`config.mk`:
```
export PLATFORM = sky130hd
export DESIGN_NAME = multichannel_moving_average_top
export DESIGN_NICKNAME = d
export VERILOG_FILES = /design/src/rtl/mma_pkg.sv /design/src/rtl/multichannel_moving_average_top.sv
export SDC_FILE = /design/constraint.sdc
export NUM_CORES = 2
export LEC_CHECK = 0
export BUFFER_PORTS_ARGS = -buffer_cell sky130_fd_sc_hd__clkbuf_2
export CAP_MARGIN = 0
export CORE_UTILIZATION = 48
export CTS_CLUSTER_SIZE = 8
export DETAILED_ROUTE_END_ITERATION = 10
export GPL_TIMING_DRIVEN = 0
export SYNTH_ARGS = -nofsm -noshare
export SYNTH_HDL_FRONTEND = slang
export SYNTH_SLANG_ARGS = --single-unit
```
`constraint.sdc`:
```
create_clock -name aclk -period 20.6 [get_ports aclk]
set_input_delay 1.03 -clock aclk [delete_from_list [all_inputs] [get_ports aclk]]
set_output_delay 1.03 -clock aclk [all_outputs]
set_load 0.005 [all_outputs]
```
`src/rtl/mma_pkg.sv`:
```
// Shared types and codes of the nine-channel moving average block.
// Used by multichannel_moving_average_top; depends on nothing else.
package mma_pkg;

    localparam int NCHAN  = 9;
    localparam int DATA_W = 16;

    // Operation codes carried on the func field
    localparam logic FUNC_STORE = 1'b0;
    localparam logic FUNC_AVG   = 1'b1;

    typedef logic signed [DATA_W-1:0] sample_t;

    // One ring slot: all channels side by side, channel 0 in the low bits
    typedef logic [NCHAN-1:0][DATA_W-1:0] row_t;

endpackage

```
`src/rtl/multichannel_moving_average_top.sv`:
```
// Nine-channel boxcar average: a store is taken without leaving idle and gives no result.
// An average runs ST_SUM, ST_LAST, ST_MUL and ST_DIV for each channel in turn, then raises
// m_valid in ST_OUT until m_ready; no new input is taken before that result is delivered.
// One shared adder folds one ring slot per cycle; one reciprocal multiply per channel divides.
// Reset (aresetn low, synchronous) clears the slot valid bits and write slot, so the ring
// reads as all zero at once with no clearing pass. Depends on mma_pkg.
module multichannel_moving_average_top #(
    parameter int WINDOW = 10
) (
    input  logic                    aclk,
    input  logic                    aresetn,
    input  logic                    s_valid,
    output logic                    s_ready,
    input  logic                    s_func,
    input  logic signed [15:0]      s_chan_0,
    input  logic signed [15:0]      s_chan_1,
    input  logic signed [15:0]      s_chan_2,
    input  logic signed [15:0]      s_chan_3,
    input  logic signed [15:0]      s_chan_4,
    input  logic signed [15:0]      s_chan_5,
    input  logic signed [15:0]      s_chan_6,
    input  logic signed [15:0]      s_chan_7,
    input  logic signed [15:0]      s_chan_8,
    output logic                    m_valid,
    input  logic                    m_ready,
    output logic signed [15:0]      m_avg_0,
    output logic signed [15:0]      m_avg_1,
    output logic signed [15:0]      m_avg_2,
    output logic signed [15:0]      m_avg_3,
    output logic signed [15:0]      m_avg_4,
    output logic signed [15:0]      m_avg_5,
    output logic signed [15:0]      m_avg_6,
    output logic signed [15:0]      m_avg_7,
    output logic signed [15:0]      m_avg_8
);

    localparam int DW    = mma_pkg::DATA_W;
    localparam int NCH   = mma_pkg::NCHAN;
    localparam int SLOTW = $clog2(WINDOW);
    localparam int CHW   = $clog2(NCH);
    // Sum of WINDOW signed samples; its magnitude fits the same width unsigned
    localparam int SUMW  = DW + SLOTW;
    // Exact floor(m / WINDOW) = (m * RECIP) >> SHIFT for every m < 2**SUMW
    localparam int SHIFT = SUMW + SLOTW;
    localparam int RW    = SUMW + 1;
    localparam int PW    = SUMW + RW;
    localparam longint unsigned RECIP_FULL =
        ((64'd1 << SHIFT) + 64'(WINDOW) - 64'd1) / 64'(WINDOW);
    localparam logic [RW-1:0]    RECIP    = RW'(RECIP_FULL);
    localparam logic [SLOTW-1:0] LAST_SLOT = SLOTW'(WINDOW - 1);
    localparam logic [CHW-1:0]   LAST_CHAN = CHW'(NCH - 1);

    typedef enum logic [2:0] {
        ST_IDLE,
        ST_SUM,
        ST_LAST,
        ST_MUL,
        ST_DIV,
        ST_OUT
    } state_t;

    state_t                 state_reg, state_next;
    logic [SLOTW-1:0]       write_slot_reg, write_slot_next;
    logic [WINDOW-1:0]      slot_ok_reg, slot_ok_next;
    logic [SLOTW-1:0]       slot_cnt_reg, slot_cnt_next;
    logic [CHW-1:0]         chan_reg, chan_next;
    logic                   rd_live_reg, rd_live_next;
    logic signed [SUMW-1:0] acc_reg, acc_next;
    logic [PW-1:0]          prod_reg, prod_next;
    logic                   neg_reg, neg_next;
    mma_pkg::sample_t       avg_reg [NCH];
    mma_pkg::sample_t       avg_next [NCH];

    // Ring memory and its registered read port
    mma_pkg::row_t          ring_mem [WINDOW];
    mma_pkg::row_t          rd_row_reg;
    logic                   rd_ok_reg;

    logic                   s_fire;
    logic                   store_fire;
    mma_pkg::row_t          wr_row;
    logic [DW-1:0]          tap;
    logic [SUMW-1:0]        mag;
    logic [DW-1:0]          quot;

    assign s_ready    = (state_reg == ST_IDLE);
    assign m_valid    = (state_reg == ST_OUT);
    assign s_fire     = s_valid && s_ready;
    assign store_fire = s_fire && (s_func == mma_pkg::FUNC_STORE);

    assign wr_row = {s_chan_8, s_chan_7, s_chan_6, s_chan_5, s_chan_4,
                     s_chan_3, s_chan_2, s_chan_1, s_chan_0};

    // Write one slot per store, read one slot per summing cycle
    always_ff @(posedge aclk) begin
        if (store_fire) begin
            ring_mem[write_slot_reg] <= wr_row;
        end
        if (state_reg == ST_SUM) begin
            rd_row_reg <= ring_mem[slot_cnt_reg];
            rd_ok_reg  <= slot_ok_reg[slot_cnt_reg];
        end
    end

    // Pick the current channel; a never-written slot counts as zero
    assign tap  = rd_ok_reg ? rd_row_reg[chan_reg] : '0;
    assign mag  = acc_reg[SUMW-1] ? (~acc_reg + SUMW'(1)) : acc_reg;
    assign quot = prod_reg[SHIFT +: DW];

    // Sequencer: accumulate, multiply by reciprocal, fix sign, next channel
    always_comb begin
        state_next      = state_reg;
        write_slot_next = write_slot_reg;
        slot_ok_next    = slot_ok_reg;
        slot_cnt_next   = slot_cnt_reg;
        chan_next       = chan_reg;
        rd_live_next    = 1'b0;
        acc_next        = acc_reg;
        prod_next       = prod_reg;
        neg_next        = neg_reg;
        avg_next        = avg_reg;

        // Shared adder: fold in the slot read last cycle
        if (rd_live_reg) begin
            acc_next = acc_reg + {{(SUMW-DW){tap[DW-1]}}, tap};
        end

        case (state_reg)
            ST_IDLE: begin
                if (store_fire) begin
                    slot_ok_next[write_slot_reg] = 1'b1;
                    write_slot_next = (write_slot_reg == LAST_SLOT) ? '0
                                      : write_slot_reg + SLOTW'(1);
                end else if (s_fire) begin
                    chan_next     = '0;
                    slot_cnt_next = '0;
                    acc_next      = '0;
                    state_next    = ST_SUM;
                end
            end
            ST_SUM: begin
                rd_live_next = 1'b1;
                if (slot_cnt_reg == LAST_SLOT) begin
                    state_next = ST_LAST;
                end else begin
                    slot_cnt_next = slot_cnt_reg + SLOTW'(1);
                end
            end
            ST_LAST: begin
                state_next = ST_MUL;
            end
            ST_MUL: begin
                prod_next  = PW'(mag) * PW'(RECIP);
                neg_next   = acc_reg[SUMW-1];
                state_next = ST_DIV;
            end
            ST_DIV: begin
                avg_next[chan_reg] = neg_reg ? (~quot + DW'(1)) : quot;
                if (chan_reg == LAST_CHAN) begin
                    state_next = ST_OUT;
                end else begin
                    chan_next     = chan_reg + CHW'(1);
                    slot_cnt_next = '0;
                    acc_next      = '0;
                    state_next    = ST_SUM;
                end
            end
            ST_OUT: begin
                if (m_ready) begin
                    state_next = ST_IDLE;
                end
            end
            default: begin
                state_next = ST_IDLE;
            end
        endcase
    end

    // Hold state and registered outputs
    always_ff @(posedge aclk) begin
        if (!aresetn) begin
            state_reg      <= ST_IDLE;
            write_slot_reg <= '0;
            slot_ok_reg    <= '0;
            rd_live_reg    <= 1'b0;
        end else begin
            state_reg      <= state_next;
            write_slot_reg <= write_slot_next;
            slot_ok_reg    <= slot_ok_next;
            rd_live_reg    <= rd_live_next;
        end
        slot_cnt_reg <= slot_cnt_next;
        chan_reg     <= chan_next;
        acc_reg      <= acc_next;
        prod_reg     <= prod_next;
        neg_reg      <= neg_next;
        avg_reg      <= avg_next;
    end

    assign m_avg_0 = avg_reg[0];
    assign m_avg_1 = avg_reg[1];
    assign m_avg_2 = avg_reg[2];
    assign m_avg_3 = avg_reg[3];
    assign m_avg_4 = avg_reg[4];
    assign m_avg_5 = avg_reg[5];
    assign m_avg_6 = avg_reg[6];
    assign m_avg_7 = avg_reg[7];
    assign m_avg_8 = avg_reg[8];

    // Input and result sides are never open together
    a_excl: assert property (@(posedge aclk) disable iff (!aresetn)
        !(s_ready && m_valid))
        else $error("input ready while a result is pending");

    // A store finishes in its own cycle
    a_store: assert property (@(posedge aclk) disable iff (!aresetn)
        (s_valid && s_ready && s_func == mma_pkg::FUNC_STORE) |=> s_ready)
        else $error("store transaction blocked the input");

    // An average request holds off further input
    a_avg: assert property (@(posedge aclk) disable iff (!aresetn)
        (s_valid && s_ready && s_func == mma_pkg::FUNC_AVG) |=> !s_ready)
        else $error("average request did not start the sequencer");

    // Delivering the result reopens the input
    a_done: assert property (@(posedge aclk) disable iff (!aresetn)
        (m_valid && m_ready) |=> (s_ready && !m_valid))
        else $error("result transaction did not return to idle");

    // Write slot stays inside the ring
    a_slot: assert property (@(posedge aclk) disable iff (!aresetn)
        write_slot_reg <= LAST_SLOT)
        else $error("write slot out of range");

endmodule

```
==> results by group <==
Yosys
  • Post-Synthesis Cells: between 4000 and 5000
  • Synth cell count leaders: edfxtp_1 (1754), mux4_2 (290), ha_1 (221), inv_1 (221), mux2i_1 (208)
  • Share of the synthesized area in the top cell type: 69.9%
  • Sequential share of the synthesized area: 70.9%
  • EDFF count, synth: roughly 1800
  • Largest area contributor in the netlist: edfxtp_1
  • Area contributors post-synth: edfxtp_1 (70%), mux4_2 (8.7%), ha_1 (3.7%)
  • Prevailing post-synth register cell: edfxtp_1
  • Ys async rst share: 0%
  • Count of cell types in the netlist: 70
  • FF+latch count, synth: about 1800
  • Syn avg cell area: 18.7 um^2
  • Post-Syn Nets: around 4500
  • Ys Warns: 0
  • Post-synthesis cell area: 0.0754 mm^2
  • Most common cell in the netlist: edfxtp_1

Power
  • Peak VDD IR: 0.000320 V
  • Power Total: about 13 mW
  • Static Leak: 31.7 nW
  • PwrDens: 143 mW/mm^2

Floorplanning
  • Die H: 398 um
  • IO Pins: 295
  • Die Area: 0.159 mm^2
  • Starting density of the core: 48.3%
  • DIE WIDTH: 398 um
  • Core area: 0.156 mm^2
  • FP Rows: 145

Min path
  • Hold EP: ring_mem[1][138]
  • Worst hold stages: 1
  • Worst hold path class: in -> reg
  • Worst hold start: s_chan_8[10]

Placement
  • Post-Place Setup Slack: 12.01 ns
  • Final Wtd Congestion: 0.896
  • Dpl hpwl: 132000 um
  • I/O Buffers: 293

Setup path
  • Worst r2r path cells: 26
  • Worst setup EP type: flop
  • CP Data Required Time: 21.23 ns
  • Crit Path Category: reg -> reg
  • Reg-to-reg startpoint: acc_reg[6]
  • Signal arrival time at the worst endpoint: 9.01 ns
  • Crit path max fanout: 6
  • Worst R2R End: prod_reg[34]
  • Crit start category: flop
  • R2R setup slack: 12.22 ns

Timing
  • Final hold violation count: 0
  • # setup viols final: 0
  • Actual slew at the worst max-slew pin: 1.39 ns
  • Slew Viols, Final: 0
  • Setup ws final: ~12 ns
  • Max Clk Rate: 119 MHz
  • Final period utilization: 40.7%
  • Unrepaired setup endpoints after global routing: no
  • Clock skew: roughly 0.066 ns
  • Fin crit period: roughly 8.4 ns
  • Rel. slew slack: 7.05%

Clock tree
  • Reg clk slew, reported paths: 0.05 ns
  • Post-CTS setup buffer count: 0
  • Root buffer cell: clkbuf_16
  • Post-CTS sizing: 0
  • H-tree levels: 5
  • TritonCTS clock tree: done
  • Hold_buf cts: 0
  • Clk sinks: 1792
  • Worst skew pair latency: 0.90 ns
  • Num CTS Buffers: 274
  • CTS Buffer Depth: 4

Finish
  • Layout Nets: 5256
  • Share of post-route cells with drive strength above 1: a little under a quarter
  • Max FFs per register: about 1400
  • P&R area growth vs syn: 17.7%

Global route
  • First-pass GRT wire length: 275000 um
  • Largest net degree at the start of global routing: 88
  • Global route overflow: 0
  • Initial antenna violation count: 31
  • GRT Overall Usage: between 20% and 30%
  • Vias in the first global route: around 41000

Drt
  • First-pass iteration count of the detailed router: 5
  • Remaining DRCs: 0
  • Routed len/inst: 27.4 um
  • Vias: 39570
  • Post-route ant nets: 0
  • DR iter-0 viols: 3231
  • Final wirelength: 189000 um
  • Via-per-instance ratio: 5.76

Flow run
  • Max-cap violations: 0

Outcome
  • Outcome: finished, final reports clean
[cell families (layout without fill, tap and decap cells)]
group | count (synthesis) | in the layout | synth area share, %
DFF | 1792 | 1792 | 70.9
muxes | 498 | 498 | 11.4
buffers and inverters | 410 | 1182 | 2.12
xor gates and xnor gates | 95 | 95 | 1.12
and+or+nand+nor | 361 | 361 | 2.70
other | 0 | 10 | 0
adders and majority gates | 353 | 353 | 7.17
AOI/OAI and AO/OA | 525 | 525 | 4.59
[metal layers]
metal	vias to the layer above	track usage, %	routed length [um]
li1	17323	-	-
met1	20567	32.7	79100
met2	1371	39.2	92800
met3	275	5.17	12600
met4	34	6.51	3880
met5	-	0	205
[power by group]
| group | leakage (nW) | switching, mW | internal (mW) |
|---|---|---|---|
| sequential | 16.2 | 0.0412 | 4.21 |
| combinational | 11.9 | 2.67 | 1.85 |
| clock | 3.59 | 1.44 | 2.44 |
| total | 31.7 | 4.15 | 8.50 |
[layout by cell type (no fill, tap or decap), types with 10 or more instances in the layout]
cell          n
edfxtp_1   1754
clkbuf_2    297
mux4_2      290
clkbuf_16   286
ha_1        221
inv_1       220
mux2i_1     208
a21oi_1     193
clkbuf_1    161
a211oi_1    156
nor2b_1     154
fa_1        132
buf_6        81
xnor2_1      64
nand2_1      56
buf_2        49
nor2_1       43
dfxtp_1      38
o21ai_0      34
and3_1       34
buf_4        34
o221ai_1     33
a21o_1       31
xor2_1       29
buf_12       25
a22oi_1      16
o21a_1       12
o31ai_1      11
diode_2      10
[stage by stage]
| step | setup TNS [ns] | area, um^2 | instances | utilization (%) | hold slack [ns] |
|---|---|---|---|---|---|
| 2_1_floorplan | 0 | 75400 | 4034 | - | 0.435 |
| 3_3_place_gp | -3781.29 | 79400 | 6385 | 50.9 | 0.442 |
| 3_5_place_dp | 0 | 81400 | 6536 | 52.2 | 0.455 |
| 4_1_cts | 0 | 88700 | 6864 | 56.9 | 0.390 |
| 5_1_grt | 0 | 88700 | 6867 | 56.9 | 0.422 |
| 6_report | 0 | 88700 | 6874 | 56.9 | 0.438 |
[critical path, stage by stage, from the launching register on]
cell,delay (ns)
dfxtp_1,0.39
or4_4,0.63
nor4_4,0.17
nand3_1,0.14
or2_1,0.29
o31ai_1,0.25
xnor2_1,0.46
ha_1,0.46
fa_1,0.50
ha_1,0.29
inv_1,0.05
fa_1,0.51
inv_1,0.06
fa_1,0.48
fa_1,0.49
inv_1,0.05
fa_1,0.50
inv_1,0.04
ha_1,0.31
a211oi_1,0.27
o21bai_1,0.16
a32oi_1,0.33
o22ai_1,0.21
a211oi_2,0.51
o21ai_1,0.23
a221oi_2,0.29
xnor2_1,0.10
[area by class of cell]
type	instances	area, um^2
Fill cell	11928	67300
Clock buffer	321	7290
Buffer	188	772
Multi-Input combinational cell	1832	20400
Sequential cell	1792	53400
Clock inverter	7	53.8
Antenna cell	10	25.0
Timing Repair Buffer	444	3320
Inverter	222	838
Tap cell	2058	2570
[worst max-delay path by stage]
stage	endpoint	start	slack (ns)	cells after the start
detailed placement	prod_reg[34]	acc_reg[19]	12.01	24
floorplan	ring_mem[1][0]	s_func	4.53	2
CTS	prod_reg[34]	acc_reg[19]	12.03	24
global route	prod_reg[34]	acc_reg[19]	11.81	24
global placement	ring_mem[1][43]	state_reg[2]	-11.56	4
finish	prod_reg[34]	acc_reg[6]	12.22	26
Power figures use the tool's default switching activity.
